==> src/hdl/tfe_pkg.sv <==
// Shared types, constants and name tables for the time format expander.
`default_nettype none
package tfe_pkg;

  localparam int unsigned ADDR_W   = 3;
  localparam int unsigned DATA_W   = 32;
  localparam int unsigned TEXT_W   = 72;  // nine characters, first one in the top byte
  localparam int unsigned MAX_DIG  = 5;

  localparam logic [ADDR_W-3:0] REG_CAPACITY = 1'b0;  // word index of the capacity register

  localparam logic [7:0] CAPACITY_RESET = 8'd96;

  localparam logic [7:0] CH_NUL  = 8'h00;
  localparam logic [7:0] CH_PCT  = 8'h25;
  localparam logic [7:0] CH_ZERO = 8'h30;
  localparam logic [7:0] CH_SP   = 8'h20;

  // Reciprocal of ten for values below 2**14: q = (x * RECIP10) >> RECIP10_SH
  localparam logic [16:0] RECIP10    = 17'd52429;
  localparam int unsigned RECIP10_SH = 19;

  typedef struct packed {
    logic [7:0]  fmt_char;
    logic [4:0]  hour;
    logic [5:0]  minute;
    logic [5:0]  second;
    logic [4:0]  day_of_month;
    logic [3:0]  month_number;
    logic [13:0] year_number;
    logic [2:0]  weekday_number;
  } in_t;

  typedef struct packed {
    logic [7:0] out_char;
    logic       out_last;
  } out_t;

  // One unit of work for the back end: either preformatted text or a number
  // still to be converted to decimal.
  typedef struct packed {
    logic              is_num;
    logic              last;
    logic [3:0]        count;   // characters to emit
    logic [2:0]        ndig;    // digits to convert for a number
    logic [13:0]       value;
    logic [TEXT_W-1:0] text;
  } cmd_t;

  function automatic logic [TEXT_W-1:0] day_abbr_word(input logic [2:0] wday);
    logic [TEXT_W-1:0] w;
    unique case (wday)
      3'd1:    w = {"Mon", {6{CH_SP}}};
      3'd2:    w = {"Tue", {6{CH_SP}}};
      3'd3:    w = {"Wed", {6{CH_SP}}};
      3'd4:    w = {"Thu", {6{CH_SP}}};
      3'd5:    w = {"Fri", {6{CH_SP}}};
      3'd6:    w = {"Sat", {6{CH_SP}}};
      default: w = {"Sun", {6{CH_SP}}};
    endcase
    return w;
  endfunction

  function automatic logic [TEXT_W-1:0] day_full_word(input logic [2:0] wday);
    logic [TEXT_W-1:0] w;
    unique case (wday)
      3'd1:    w = {"Monday", {3{CH_SP}}};
      3'd2:    w = {"Tuesday", {2{CH_SP}}};
      3'd3:    w = "Wednesday";
      3'd4:    w = {"Thursday", CH_SP};
      3'd5:    w = {"Friday", {3{CH_SP}}};
      3'd6:    w = {"Saturday", CH_SP};
      default: w = {"Sunday", {3{CH_SP}}};
    endcase
    return w;
  endfunction

  function automatic logic [3:0] day_full_len(input logic [2:0] wday);
    logic [3:0] n;
    unique case (wday)
      3'd2:         n = 4'd7;
      3'd3:         n = 4'd9;
      3'd4, 3'd6:   n = 4'd8;
      default:      n = 4'd6;
    endcase
    return n;
  endfunction

  function automatic logic [TEXT_W-1:0] mon_abbr_word(input logic [3:0] midx);
    logic [TEXT_W-1:0] w;
    unique case (midx)
      4'd1:    w = {"Feb", {6{CH_SP}}};
      4'd2:    w = {"Mar", {6{CH_SP}}};
      4'd3:    w = {"Apr", {6{CH_SP}}};
      4'd4:    w = {"May", {6{CH_SP}}};
      4'd5:    w = {"Jun", {6{CH_SP}}};
      4'd6:    w = {"Jul", {6{CH_SP}}};
      4'd7:    w = {"Aug", {6{CH_SP}}};
      4'd8:    w = {"Sep", {6{CH_SP}}};
      4'd9:    w = {"Oct", {6{CH_SP}}};
      4'd10:   w = {"Nov", {6{CH_SP}}};
      4'd11:   w = {"Dec", {6{CH_SP}}};
      default: w = {"Jan", {6{CH_SP}}};
    endcase
    return w;
  endfunction

  function automatic logic [TEXT_W-1:0] mon_full_word(input logic [3:0] midx);
    logic [TEXT_W-1:0] w;
    unique case (midx)
      4'd1:    w = {"February", CH_SP};
      4'd2:    w = {"March", {4{CH_SP}}};
      4'd3:    w = {"April", {4{CH_SP}}};
      4'd4:    w = {"May", {6{CH_SP}}};
      4'd5:    w = {"June", {5{CH_SP}}};
      4'd6:    w = {"July", {5{CH_SP}}};
      4'd7:    w = {"August", {3{CH_SP}}};
      4'd8:    w = "September";
      4'd9:    w = {"October", {2{CH_SP}}};
      4'd10:   w = {"November", CH_SP};
      4'd11:   w = {"December", CH_SP};
      default: w = {"January", {2{CH_SP}}};
    endcase
    return w;
  endfunction

  function automatic logic [3:0] mon_full_len(input logic [3:0] midx);
    logic [3:0] n;
    unique case (midx)
      4'd1, 4'd10, 4'd11: n = 4'd8;
      4'd2, 4'd3:         n = 4'd5;
      4'd4:               n = 4'd3;
      4'd5, 4'd6:         n = 4'd4;
      4'd7:               n = 4'd6;
      4'd8:               n = 4'd9;
      default:            n = 4'd7;
    endcase
    return n;
  endfunction

endpackage
`default_nettype wire

==> src/hdl/tfe_front.sv <==
// Front end: takes format characters, tracks the pending '%' and the fill level,
// and turns format characters and selectors into commands for the back end.
`default_nettype none
module tfe_front (
  input  wire logic          clk,
  input  wire logic          rst,
  input  wire logic [7:0]    capacity,
  input  wire logic          push,
  input  wire tfe_pkg::in_t  item,
  output logic               cmd_push,
  output tfe_pkg::cmd_t      cmd,
  input  wire logic          cmd_full
);

  localparam logic [7:0] SPEC_H   = "H";
  localparam logic [7:0] SPEC_K   = "k";
  localparam logic [7:0] SPEC_M   = "M";
  localparam logic [7:0] SPEC_S   = "S";
  localparam logic [7:0] SPEC_D   = "d";
  localparam logic [7:0] SPEC_E   = "e";
  localparam logic [7:0] SPEC_MON = "m";
  localparam logic [7:0] SPEC_Y4  = "Y";
  localparam logic [7:0] SPEC_Y2  = "y";
  localparam logic [7:0] SPEC_A   = "a";
  localparam logic [7:0] SPEC_AF  = "A";
  localparam logic [7:0] SPEC_B   = "b";
  localparam logic [7:0] SPEC_BF  = "B";
  localparam logic [7:0] SPEC_I   = "I";
  localparam logic [7:0] SPEC_L   = "l";
  localparam logic [7:0] SPEC_P   = "p";
  localparam logic [7:0] SPEC_PL  = "P";

  logic       pending, pending_next;
  logic [7:0] chars_written, chars_written_next;

  logic            accept;
  logic            buf_full;
  logic            fits_two;
  logic [7:0]      room;
  logic [4:0]      hr_mod;
  logic [3:0]      hr12;
  logic            hr_pm;
  logic [3:0]      midx;
  logic [3:0]      len;
  logic [3:0]      n;
  tfe_pkg::cmd_t   spec;

  assign accept   = push && !cmd_full;
  assign buf_full = ({1'b0, chars_written} + 9'd1) >= {1'b0, capacity};
  assign fits_two = ({1'b0, chars_written} + 9'd2) <  {1'b0, capacity};
  assign room     = capacity - chars_written - 8'd1;

  always_comb begin
    if (item.hour >= 5'd24) begin
      hr_mod = item.hour - 5'd24;
    end else if (item.hour >= 5'd12) begin
      hr_mod = item.hour - 5'd12;
    end else begin
      hr_mod = item.hour;
    end
    hr12  = (hr_mod == 5'd0) ? 4'd12 : hr_mod[3:0];
    hr_pm = item.hour >= 5'd12;
    midx  = (item.month_number >= 4'd1 && item.month_number <= 4'd12) ?
            item.month_number - 4'd1 : 4'd0;
  end

  // Decode the selector after a '%' into a command and its full length.
  always_comb begin
    spec = '0;
    len  = 4'd0;
    unique case (item.fmt_char)
      SPEC_H: begin
        spec.is_num = 1'b1; spec.value = 14'(item.hour); spec.ndig = 3'd2;
      end
      SPEC_K: begin
        spec.is_num = 1'b1; spec.value = 14'(item.hour);
        spec.ndig = (item.hour >= 5'd10) ? 3'd2 : 3'd1;
      end
      SPEC_M: begin
        spec.is_num = 1'b1; spec.value = 14'(item.minute); spec.ndig = 3'd2;
      end
      SPEC_S: begin
        spec.is_num = 1'b1; spec.value = 14'(item.second); spec.ndig = 3'd2;
      end
      SPEC_D: begin
        spec.is_num = 1'b1; spec.value = 14'(item.day_of_month); spec.ndig = 3'd2;
      end
      SPEC_E: begin
        spec.is_num = 1'b1; spec.value = 14'(item.day_of_month);
        spec.ndig = (item.day_of_month >= 5'd10) ? 3'd2 : 3'd1;
      end
      SPEC_MON: begin
        spec.is_num = 1'b1; spec.value = 14'(item.month_number); spec.ndig = 3'd2;
      end
      SPEC_Y4: begin
        spec.is_num = 1'b1; spec.value = item.year_number;
        spec.ndig = (item.year_number >= 14'd10000) ? 3'd5 : 3'd4;
      end
      SPEC_Y2: begin
        // two low digits of the year are year mod 100
        spec.is_num = 1'b1; spec.value = item.year_number; spec.ndig = 3'd2;
      end
      SPEC_I: begin
        spec.is_num = 1'b1; spec.value = 14'(hr12); spec.ndig = 3'd2;
      end
      SPEC_L: begin
        spec.is_num = 1'b1; spec.value = 14'(hr12);
        spec.ndig = (hr12 >= 4'd10) ? 3'd2 : 3'd1;
      end
      SPEC_A: begin
        spec.text = tfe_pkg::day_abbr_word(item.weekday_number); len = 4'd3;
      end
      SPEC_AF: begin
        spec.text = tfe_pkg::day_full_word(item.weekday_number);
        len = tfe_pkg::day_full_len(item.weekday_number);
      end
      SPEC_B: begin
        spec.text = tfe_pkg::mon_abbr_word(midx); len = 4'd3;
      end
      SPEC_BF: begin
        spec.text = tfe_pkg::mon_full_word(midx); len = tfe_pkg::mon_full_len(midx);
      end
      SPEC_P: begin
        spec.text = hr_pm ? {"PM", {7{tfe_pkg::CH_SP}}} : {"AM", {7{tfe_pkg::CH_SP}}};
        len = 4'd2;
      end
      SPEC_PL: begin
        spec.text = hr_pm ? {"pm", {7{tfe_pkg::CH_SP}}} : {"am", {7{tfe_pkg::CH_SP}}};
        len = 4'd2;
      end
      tfe_pkg::CH_PCT: begin
        spec.text = {tfe_pkg::CH_PCT, 64'd0}; len = 4'd1;
      end
      default: begin
        // unknown selector: echo both characters, or nothing when they do not fit
        spec.text = {tfe_pkg::CH_PCT, item.fmt_char, 56'd0};
        len = fits_two ? 4'd2 : 4'd0;
      end
    endcase
    if (spec.is_num) begin
      len = 4'(spec.ndig);
    end
  end

  always_comb begin
    cmd                = '0;
    cmd_push           = 1'b0;
    pending_next       = pending;
    chars_written_next = chars_written;
    n                  = (room < 8'(len)) ? room[3:0] : len;
    if (accept) begin
      if (item.fmt_char == tfe_pkg::CH_NUL) begin
        cmd.last           = 1'b1;
        cmd.count          = 4'd1;
        cmd_push           = 1'b1;
        pending_next       = 1'b0;
        chars_written_next = 8'd0;
      end else if (!buf_full) begin
        if (!pending) begin
          if (item.fmt_char == tfe_pkg::CH_PCT) begin
            pending_next = 1'b1;
          end else begin
            cmd.text           = {item.fmt_char, 64'd0};
            cmd.count          = 4'd1;
            cmd_push           = 1'b1;
            chars_written_next = chars_written + 8'd1;
          end
        end else begin
          pending_next       = 1'b0;
          cmd                = spec;
          cmd.count          = n;
          cmd_push           = n != 4'd0;
          chars_written_next = chars_written + 8'(n);
        end
      end
    end
  end

  always_ff @(posedge clk) begin
    if (rst) begin
      pending       <= 1'b0;
      chars_written <= 8'd0;
    end else begin
      pending       <= pending_next;
      chars_written <= chars_written_next;
    end
  end

endmodule
`default_nettype wire

==> src/hdl/tfe_cmd_queue.sv <==
// Two-entry command queue between the front end and the back end.
`default_nettype none
module tfe_cmd_queue (
  input  wire logic          clk,
  input  wire logic          rst,
  input  wire logic          push,
  input  wire tfe_pkg::cmd_t din,
  output logic               full,
  input  wire logic          pop,
  output tfe_pkg::cmd_t      dout,
  output logic               empty
);

  tfe_pkg::cmd_t slots [2];
  logic          wr_ptr;
  logic          rd_ptr;
  logic [1:0]    count;
  logic          do_push;
  logic          do_pop;

  assign full    = count == 2'd2;
  assign empty   = count == 2'd0;
  assign do_push = push && !full;
  assign do_pop  = pop && !empty;
  assign dout    = slots[rd_ptr];

  always_ff @(posedge clk) begin
    if (do_push) begin
      slots[wr_ptr] <= din;
    end
  end

  always_ff @(posedge clk) begin
    if (rst) begin
      wr_ptr <= 1'b0;
      rd_ptr <= 1'b0;
      count  <= 2'd0;
    end else begin
      if (do_push) begin
        wr_ptr <= ~wr_ptr;
      end
      if (do_pop) begin
        rd_ptr <= ~rd_ptr;
      end
      count <= count + {1'b0, do_push} - {1'b0, do_pop};
    end
  end

endmodule
`default_nettype wire

==> src/hdl/tfe_back.sv <==
// Back end: converts numbers to decimal and emits one character per cycle
// into a two-entry result queue whenever that queue has room.
`default_nettype none
module tfe_back (
  input  wire logic          clk,
  input  wire logic          rst,
  input  wire tfe_pkg::cmd_t cmd,
  input  wire logic          cmd_empty,
  output logic               cmd_pop,
  output tfe_pkg::out_t      result,
  output logic               empty,
  input  wire logic          pop
);

  typedef enum logic [2:0] {
    B_IDLE = 3'b001,
    B_CONV = 3'b010,
    B_EMIT = 3'b100
  } back_state_t;

  back_state_t              state, state_next;
  logic [tfe_pkg::TEXT_W-1:0] sh;
  logic [13:0]              x;
  logic [2:0]               k;
  logic [3:0]               cnt;
  logic [3:0]               cur_n;
  logic [2:0]               cur_nd;
  logic                     cur_last;

  tfe_pkg::out_t            oslots [2];
  logic                     owr, ord;
  logic [1:0]               ocount;
  logic                     ofull;
  logic                     owrite;
  logic                     opop;

  logic [29:0]              prod;
  logic [10:0]              q;
  logic [13:0]              ten_q;
  logic [3:0]               dig;

  // divide by ten through the reciprocal, remainder is the next digit
  assign prod  = 30'(x) * 30'(tfe_pkg::RECIP10);
  assign q     = prod[tfe_pkg::RECIP10_SH +: 11];
  assign ten_q = 14'({q, 3'b000}) + 14'({q, 1'b0});
  assign dig   = 4'(x - ten_q);

  assign ofull   = ocount == 2'd2;
  assign empty   = ocount == 2'd0;
  assign opop    = pop && !empty;
  assign owrite  = (state == B_EMIT) && !ofull;
  assign cmd_pop = (state == B_IDLE) && !cmd_empty;
  assign result  = oslots[ord];

  always_comb begin
    state_next = state;
    unique case (state)
      B_IDLE: begin
        if (!cmd_empty) begin
          state_next = cmd.is_num ? B_CONV : B_EMIT;
        end
      end
      B_CONV: begin
        if (k == cur_nd - 3'd1) begin
          state_next = B_EMIT;
        end
      end
      B_EMIT: begin
        if (!ofull && cnt == cur_n - 4'd1) begin
          state_next = B_IDLE;
        end
      end
      default: state_next = B_IDLE;
    endcase
  end

  always_ff @(posedge clk) begin
    unique case (state)
      B_IDLE: begin
        sh       <= cmd.text;
        x        <= cmd.value;
        k        <= 3'd0;
        cnt      <= 4'd0;
        cur_n    <= cmd.count;
        cur_nd   <= cmd.ndig;
        cur_last <= cmd.last;
      end
      B_CONV: begin
        sh <= {tfe_pkg::CH_ZERO | {4'd0, dig}, sh[tfe_pkg::TEXT_W-1:8]};
        x  <= 14'(q);
        k  <= k + 3'd1;
      end
      B_EMIT: begin
        if (!ofull) begin
          sh  <= {sh[tfe_pkg::TEXT_W-9:0], 8'd0};
          cnt <= cnt + 4'd1;
        end
      end
      default: ;
    endcase
    if (owrite) begin
      oslots[owr] <= '{out_char: sh[tfe_pkg::TEXT_W-1 -: 8], out_last: cur_last};
    end
  end

  always_ff @(posedge clk) begin
    if (rst) begin
      state  <= B_IDLE;
      owr    <= 1'b0;
      ord    <= 1'b0;
      ocount <= 2'd0;
    end else begin
      state <= state_next;
      if (owrite) begin
        owr <= ~owr;
      end
      if (opop) begin
        ord <= ~ord;
      end
      ocount <= ocount + {1'b0, owrite} - {1'b0, opop};
    end
  end

endmodule
`default_nettype wire

==> src/hdl/time_format_expander_top.sv <==
// Top level of the time format expander: configuration port, front end,
// command queue and back end.
`default_nettype none
// Expands a strftime-style format string one character per input transaction.
// Push a format character with the current time fields; results come out one
// character per transaction on the result queue, and a NUL input ends the
// string with a NUL result flagged out_last, which also clears the fill count
// and any pending '%'. Supported selectors: %H %k %M %S %d %e %m %Y %y %I %l
// %p %P %a %A %b %B %%; an unknown selector is echoed as '%' plus the
// character only when both fit, and a '%' right before the NUL is dropped.
// Output stops after capacity-1 characters; later non-NUL input is swallowed.
// The capacity register (reset 96) sits at address 0 of the APB port and must
// only be written while the block is idle. Timing: the front end accepts one
// item per cycle while its two-entry command queue has room; push is held off
// only when that queue is full, which happens when the back end falls behind
// or when waiting results stall the back end. The back end loads each command,
// converts a number to decimal one digit at a time through a shared
// divide-by-ten step, and emits the characters one by one, holding while the
// result queue is full. A '%' alone or a swallowed character uses no back-end
// time at all.
module time_format_expander_top (
  input  wire logic                        clk,
  input  wire logic                        rst,
  // configuration port
  input  wire logic                        psel,
  input  wire logic                        penable,
  input  wire logic                        pwrite,
  input  wire logic [tfe_pkg::ADDR_W-1:0]  paddr,
  input  wire logic [tfe_pkg::DATA_W-1:0]  pwdata,
  output logic      [tfe_pkg::DATA_W-1:0]  prdata,
  output logic                             pready,
  // format characters in
  input  wire logic                        push,
  output logic                             full,
  input  wire tfe_pkg::in_t                item,
  // characters out
  output logic                             empty,
  input  wire logic                        pop,
  output tfe_pkg::out_t                    result
);

  logic [7:0]    capacity;
  logic          cfg_write;
  logic          cmd_push;
  logic          cmd_full;
  logic          cmd_pop;
  logic          cmd_empty;
  tfe_pkg::cmd_t cmd_in;
  tfe_pkg::cmd_t cmd_out;

  // APB: no wait states; the word index picks the register.
  assign pready    = 1'b1;
  assign cfg_write = psel && penable && pwrite && pready &&
                     (paddr[tfe_pkg::ADDR_W-1:2] == tfe_pkg::REG_CAPACITY);
  assign prdata    = (paddr[tfe_pkg::ADDR_W-1:2] == tfe_pkg::REG_CAPACITY) ?
                     tfe_pkg::DATA_W'(capacity) : '0;

  always_ff @(posedge clk) begin
    if (rst) begin
      capacity <= tfe_pkg::CAPACITY_RESET;
    end else if (cfg_write) begin
      capacity <= pwdata[7:0];
    end
  end

  // Full follows the command queue: the front end never stalls on anything else.
  assign full = cmd_full;

  tfe_front u_front (
    .clk      (clk),
    .rst      (rst),
    .capacity (capacity),
    .push     (push),
    .item     (item),
    .cmd_push (cmd_push),
    .cmd      (cmd_in),
    .cmd_full (cmd_full)
  );

  tfe_cmd_queue u_cmd_queue (
    .clk   (clk),
    .rst   (rst),
    .push  (cmd_push),
    .din   (cmd_in),
    .full  (cmd_full),
    .pop   (cmd_pop),
    .dout  (cmd_out),
    .empty (cmd_empty)
  );

  tfe_back u_back (
    .clk       (clk),
    .rst       (rst),
    .cmd       (cmd_out),
    .cmd_empty (cmd_empty),
    .cmd_pop   (cmd_pop),
    .result    (result),
    .empty     (empty),
    .pop       (pop)
  );

endmodule
`default_nettype wire
==> config.mk <==
export PLATFORM = sky130hd
export DESIGN_NAME = time_format_expander_top
export DESIGN_NICKNAME = d
export VERILOG_FILES = /design/src/hdl/tfe_pkg.sv /design/src/hdl/tfe_front.sv /design/src/hdl/tfe_cmd_queue.sv /design/src/hdl/tfe_back.sv /design/src/hdl/time_format_expander_top.sv
export SDC_FILE = /design/constraint.sdc
export NUM_CORES = 1
export LEC_CHECK = 0
export ABC_CLOCK_PERIOD_IN_PS = 10400
export BUFFER_PORTS_ARGS = -buffer_cell sky130_fd_sc_hd__buf_2
export CORE_MARGIN = 1
export CORE_UTILIZATION = 40
export CTS_CLUSTER_DIAMETER = 150
export DETAILED_ROUTE_END_ITERATION = 12
export PLACE_DENSITY = 0.67
export SYNTH_ARGS = -nofsm -noshare
export SYNTH_HDL_FRONTEND = slang
export SYNTH_SLANG_ARGS = --single-unit
==> constraint.sdc <==
create_clock -name clk -period 10.4 [get_ports clk]
set_clock_uncertainty 0.2 [all_clocks]
set_input_delay 2.6 -clock clk [delete_from_list [all_inputs] [get_ports clk]]
set_output_delay 2.6 -clock clk [all_outputs]
set_load 0.005 [all_outputs]
Word-level counts from Yosys, hierarchy flattened
Memory sizes are Yosys's and may differ from the RTL's. A register that Yosys moved wholly into a read port is not among the register bits.
Cells that the tools add are included.

storage, ports and cells
  memories kept = 5
  RAM bits = 208
  flip-flop bits (word level) = 129
  input port bits = 93
  output and inout port bits = 44
  memory bits (read-only) = 1072

memory list
  name               words  width  read ports  clocked after memory_dff  write ports  line                 source
  (name not given)   16     48     1           0                         0            tfe_pkg.sv:110       unique case (midx)
  (name not given)   16     15     1           0                         0            tfe_pkg.sv:91        unique case (midx)
  u_cmd_queue.slots  2      95     1           1                         1            tfe_cmd_queue.sv:14  tfe_pkg::cmd_t slots [2];
  (name not given)   16     4      1           0                         0            tfe_pkg.sv:129       unique case (midx)
  u_back.oslots      2      9      1           1                         1            tfe_back.sv:30       tfe_pkg::out_t oslots [2];

operators by class
  bitwise logic cells = 5
  add/sub/neg operators = 19
  multiply operators = 1
  equal/unequal tests = 37
  reduce and logical (&&, ||, !) cells = 32
  multiplexer cells = 64
  $lt $le $gt $ge = 11

operator list
  operator                  count
  $pmux W69 S6              2
  $pmux W72 S8              1
  $mux W72                  3
  $pmux W72 S3              1
  $mux W95                  2
  $pmux W17 S11             1
  $mux W69                  2
  $eq A8 B7 Y1 const B      17
  $mux W89                  1
  $mux W8                   5
  $mul A14 B16 Y30 const B  1
  $pmux W14 S2              1
  $mux W4                   6
  $pmux W4 S6               1
  $mux W1                   21
  $mux W17                  1
  $ge A5 B4 Y1 const B      3
  $mux W5                   3
  $ge A14 B14 Y1 const B    1
  $eq A3 B3 Y1 const B      4
  $mux W3                   4
  $pmux W4 S3               1
  $logic_and A1 B1 Y1       11
  $reduce_or A11 Y1         1
  47 further kinds          75

Longest topological paths before layout
  word-level depth = 19
  depth in mapped cells = 32
  depth with buffers taken out = 30

Cells and area by module
From an unflattened synthesis, not the netlist that was laid out.

second synthesis, totals
  cell total of the unflattened synthesis = 1892
  area, all modules = 21475.6 um2

modules (own cells, without submodules)
  module                    instances  cells an instance  area each (um2)
  tfe_back                  1          793                8916.1
  tfe_cmd_queue             1          323                7298.2
  tfe_front                 1          706                4640.7
  time_format_expander_top  1          70                 620.6

Least setup slack after synthesis
Ideal clock, no wire load.

  path kind = input port to flip-flop
  from = input item[17] (netlist name)
  to = memory u_cmd_queue.slots[0][10] (netlist name) (enable)
  path slack = 106 ps
  stages = 23
  library setup time = 524 ps
  path buffers = 2
  arrival = 9570 ps
  required time = 9676 ps
  path through = inv_1 ha_1 buf_2 nand2b_1 nor3_1 or2_2 nor2_1 inv_1 ha_1 inv_1 o211ai_1 o221ai_1 and4_1 o311a_1 ha_1 a21oi_1 nor2b_1 o21ai_0 o2111ai_1 a211o_1 buf_4 a21oi_2 nor2b_1

between the ends
  word-level cells in the longest chain between the ends = 16

RTL lines
  element                                       line                            source
  start: declaration                            time_format_expander_top.sv:35  input wire tfe_pkg::in_t item,
  $ge A4 B1 Y1 or $le A4 B4 Y1 (tied branches)  tfe_front.sv:63                 midx = (item.month_number >= 4'd1 && item.month_number <= 4'd12) ?
  $logic_and A1 B1 Y1                           tfe_front.sv:63
  $mux W4 *                                     tfe_front.sv:63
  $mem_v2 Z16 W4 *                              -
  $pmux W4 S6 *                                 tfe_front.sv:71                 unique case (item.fmt_char)
  $mux W4 *                                     tfe_front.sv:140                if (spec.is_num) begin
  $lt A8 B4 Y1                                  tfe_front.sv:150                n = (room < 8'(len)) ? room[3:0] : len;
  $mux W4 *                                     tfe_front.sv:150
  $reduce_bool A4 Y1 *                          tfe_front.sv:172                cmd_push = n != 4'd0;
  $mux W1 *                                     tfe_front.sv:159                if (!pending) begin
  $mux W1 *                                     tfe_front.sv:158                end else if (!buf_full) begin
  $mux W1 *                                     tfe_front.sv:152                if (item.fmt_char == tfe_pkg::CH_NUL) begin
  $mux W1 *                                     tfe_front.sv:151                if (accept) begin
  $logic_and A1 B1 Y1 *                         tfe_cmd_queue.sv:23             assign do_push = push && !full;
  $mux W1 *                                     tfe_cmd_queue.sv:28             if (do_push) begin
  $mux W1 (implied by the code) *               tfe_cmd_queue.sv:29             slots[wr_ptr] <= din;
  end: declaration                              tfe_cmd_queue.sv:14

Mark *: on every way between the ends. The rest lies on a longest branch, timed or not.

Worst setup path in the final report
  from = input item[17] (netlist name)
  to = register u_front.chars_written[6]

between the ends
  word-level cells in the longest chain between the ends = 12

RTL lines
  element                                       line              source
  $ge A4 B1 Y1 or $le A4 B4 Y1 (tied branches)  tfe_front.sv:63
  $logic_and A1 B1 Y1                           tfe_front.sv:63
  $mux W4 *                                     tfe_front.sv:63
  $mem_v2 Z16 W4 *                              -
  $pmux W4 S6 *                                 tfe_front.sv:71
  $mux W4 *                                     tfe_front.sv:140
  $lt A8 B4 Y1                                  tfe_front.sv:150
  $mux W4 *                                     tfe_front.sv:150
  $add A8 B4 Y8 *                               tfe_front.sv:173  chars_written_next = chars_written + 8'(n);
  $mux W8 *                                     tfe_front.sv:159
  $mux W8 *                                     tfe_front.sv:158
  $mux W8 *                                     tfe_front.sv:152
  end signal: assignment                        tfe_front.sv:185  chars_written <= chars_written_next;
  end: declaration                              tfe_front.sv:34   logic [7:0] chars_written, chars_written_next;

Mark *: on every way between the ends. The rest lies on a longest branch, timed or not. The select of a mux whose other input is x is not followed.
A chain may end at the register's enable or synchronous reset.

==> impl_results.md <==
* Diodes inserted at 0
* Adder-cell area share of the yosys netlist at 16.6%
* Wirelength per Cell at around 18 µm
* Post-synthesis cell area at roughly 19,000 µm²
* Total iterations of the first detailed-routing run at 12
* Vias post-DR at ~13,000
* Worst R2R Start: u_back.x[6]$_DFFE_PN_
* Endpoint type of the worst setup path: flip-flop
* Number of sinks handled by clock tree synthesis at slightly above 300
* Post-cts sizing count at 0
* Yosys warns at 0
* Transition time at the pin with the least slew margin at between 1 and 1.5 ns
* Initial antenna violation count at 1
* Remaining routing DRC violations at 2
* Starting Density at between 40% and 50%
* CTS Hold Buffers Added at 0
* Tmin final at about 8.3 ns
* Largest area contributor in the netlist: edfxtp_1
* Slowest CP cell: a211o_1
* Final RePlAce weighted congestion at about 0.91
* Die X at between 200 and 250 µm
* Number of placed instances with taps included at around 2,300
* Post-Synth Simple-Gate Area at between 10 and 15%
* Peak clock frequency supported by timing at around 120 MHz
* Count of flip-flops with a built-in enable after synthesis at between 200 and 300
* Die Area at 48,600 µm²
* Number of buffers between clock root and the deepest sink at 3
* Max Slew Vio Count at 0
* Mean number of vias per cell at between 5 and 6
* Main combinational cell family by area after synthesis: adder cells
* Crit path largest cell delay at about 0.46 ns
* Fraction of synthesized cell area in xor and xnor cells at 2.62%
* Commonest register cell after synthesis: edfxtp_1
* Total length of routed wires at about 44,000 µm
* Compound-gate portion of the synthesized area at 13.1%
* Synth top area cells: edfxtp_1 43%, ha_1 11%, fa_1 5.9%
* Wire length of the first global-routing pass at 69,900 µm
* Placeable Area at around 47,000 µm²
* Post-synthesis area per instance at between 10 and 15 µm²
* MaxCap Viol Count at 0
* Cell variety after synth at 81
* H-Tree Depth at 1
* Floorplan row count at 79
* Maximum number of pins on one net before global-route repair at 89
* Class of the tightest hold or removal check: reg2reg
* Ys async rst share at 0%
* Sequential element share of the synthesized area at between 40% and 50%
* Clock buffer count from CTS at 29
* Crit path launch: item[17]
* Postcts setup bufs at 0
* Failing checks: DRC
* Number of instances in the synthesized netlist at around 1,700
* Portion of netlist area occupied by mux cells at 5.03%
* CTS tree: built
* Worst slew slack as a fraction of its limit at about 26%
* Remaining Overflow, GRT at 0
* Combined global-route utilization of all metal layers at ~18%
* Type of the worst setup path: in2reg
* Number of nets in the finished design at a little over 2,000
* Post-DP HPWL at roughly 33,000 µm
* Yosys reg bits at around 310
* Worst-path clk slew at 0.07 ns
* Critical Path Start Type: input pin
* Required arrival time at the worst endpoint at about 11 ns
* Residual antenna-violating net count after detailed routing at 0
* Floorplan die height at 220 µm
* Result of the run: complete, but fails checks
* Final hold violation count at 0
* Initial DRC Count at approximately 1,100
* Final-layout setup total negative slack at 0 ns
* Fraction of post-synthesis cell area in the top cell type by area at a little over two fifths
* Data arrival at the endpoint of the critical path at between 8 and 9 ns
* Final-report setup violation count at 0
* Worst min-delay path startpoint: u_back.cur_last$_DFFE_PP_
* Number of top-level pins at ~140
* Final cycle utilization of the critical path at about 80%
* Area delta synth->final at 9.46%
* Fraction of final layout cells with drive strength greater than 1 at a little over a tenth
* Vias in the first global route at approximately 13,000
* CP Max Fanout at 11
* Worst-skew pair later-pin latency at between 0.5 and 0.6 ns
* Post-layout instance count excluding filler cells at between 2,000 and 2,500
* Buffer type at the clock tree root: clkbuf_16
* Port Buf Inserts at 85
* RSZ-0062 raised after global routing: false
-- placed cells by master, fill, tap and decap left out, drive strengths merged, types with 6 or more instances in the layout --
cell / n
o31ai: 6
or2: 9
fa: 56
clkinv: 9
or3: 11
a31oi: 7
conb: 25
and3: 12
nor2: 133
o21a: 10
nand3: 28
nand4: 14
nor3: 19
xnor2: 44
o22ai: 6
a221o: 11
clkbuf: 37
dfxtp: 30
a22oi: 53
a21oi: 81
a22o: 9
and2: 20
a21o: 14
a221oi: 6
inv: 131
mux2i: 72
xor2: 13
o211ai: 12
nand2b: 11
nor2b: 24
edfxtp: 275
o21ai: 107
nand2: 105
ha: 164
a211oi: 12
o2111ai: 6
buf: 96
mux2: 21
-- routing by layer --
layer / vias to the layer above / GRT usage (%) / wire length [µm]
li1: 6291 / - / -
met1: 6428 / 24.7 / 19400
met2: 382 / 31.1 / 20800
met3: 61 / 2.12 / 2470
met4: 0 / 4.32 / 856
met5: - / 0 / 0
-- cell type report --
| cell class | count | area (µm²) |
|---|---|---|
| clock inverters | 15 | 160 |
| inverters | 130 | 488 |
| clock buffers | 37 | 766 |
| flip-flops and latches | 305 | 8860 |
| multi-input cells | 1194 | 9340 |
| well taps | 607 | 759 |
| fillers | 4369 | 26000 |
| repair buffers | 96 | 520 |
-- worst max-delay path, delay by kind of cell --
family,cells,cell delay [ns]
buffers and inverters,5,0.58
muxes,1,0.20
and+or+nand+nor,9,1.55
AOI/OAI and AO/OA,9,1.99
xor gates and xnor gates,1,0.15
adders and majority gates,5,1.51
-- registers in the layout, summed over array words and instances (netlist names), 2 cells and up, named ones only --
name	flops
u_cmd_queue.slots	156
u_back.cur_nd	3
u_back.oslots	18
u_back.cnt	4
u_front.chars_written	8
u_back.ocount	2
u_cmd_queue.count	2
u_back.k	3
u_back.cur_n	4
u_back.sh	72
u_back.x	14
u_back.state	3
capacity	8
-- synth_stat cells (all sizes together) (20+ instances only) --
cell	instances
clkbuf	56
xnor2	44
nor2	133
nand3	28
a21oi	81
inv	130
mux2i	72
nand2	105
and2	20
a22oi	53
nor2b	24
mux2	21
ha	164
buf	47
fa	56
dfxtp	30
edfxtp	275
o21ai	107
-- worst paths after layout --
check / to / slack [ns] / depth (start not counted)
worst max-delay path: u_front.chars_written[6]$_SDFFE_PP0P_ / 2.05 / 30
worst min-delay path: u_back.oslots[1][0]$_DFFE_PP_ / 0.25 / 0
worst max register to register: u_back.sh[67]$_DFFE_PP_ / 3.71 / 22
worst min register to register: u_back.oslots[1][0]$_DFFE_PP_ / 0.25 / 0
-- kinds of logic (layout without fill, tap and decap cells) --
family / after synthesis / after routing
adder cells (fa/ha/maj): 220 / 220
multiplexers: 93 / 93
other: 2 / 25
AO/OA/AOI/OAI: 381 / 381
flip-flops: 305 / 305
buffers and inverters: 233 / 278
XOR/XNOR: 57 / 57
AND/OR/NAND/NOR: 418 / 418
-- per-stage QoR --
| stage | util (%) | hold slack, ns | instance area (µm²) | setup WS, ns |
|---|---|---|---|---|
| 4_1_cts | 44.6 | 0.249 | 20900 | 2.06 |
| 3_5_place_dp | 42.6 | 0.233 | 20000 | 1.47 |
| 2_1_floorplan | - | 0.221 | 19200 | 0.106 |
| 3_3_place_gp | 42.6 | 0.239 | 20000 | 1.68 |
| 6_report | 44.6 | 0.251 | 20900 | 2.05 |
| 5_1_grt | 44.6 | 0.262 | 20900 | 1.53 |
Power is not shown: default switching activity piles up to over one toggle a cycle in this logic, so the estimate is an artifact.
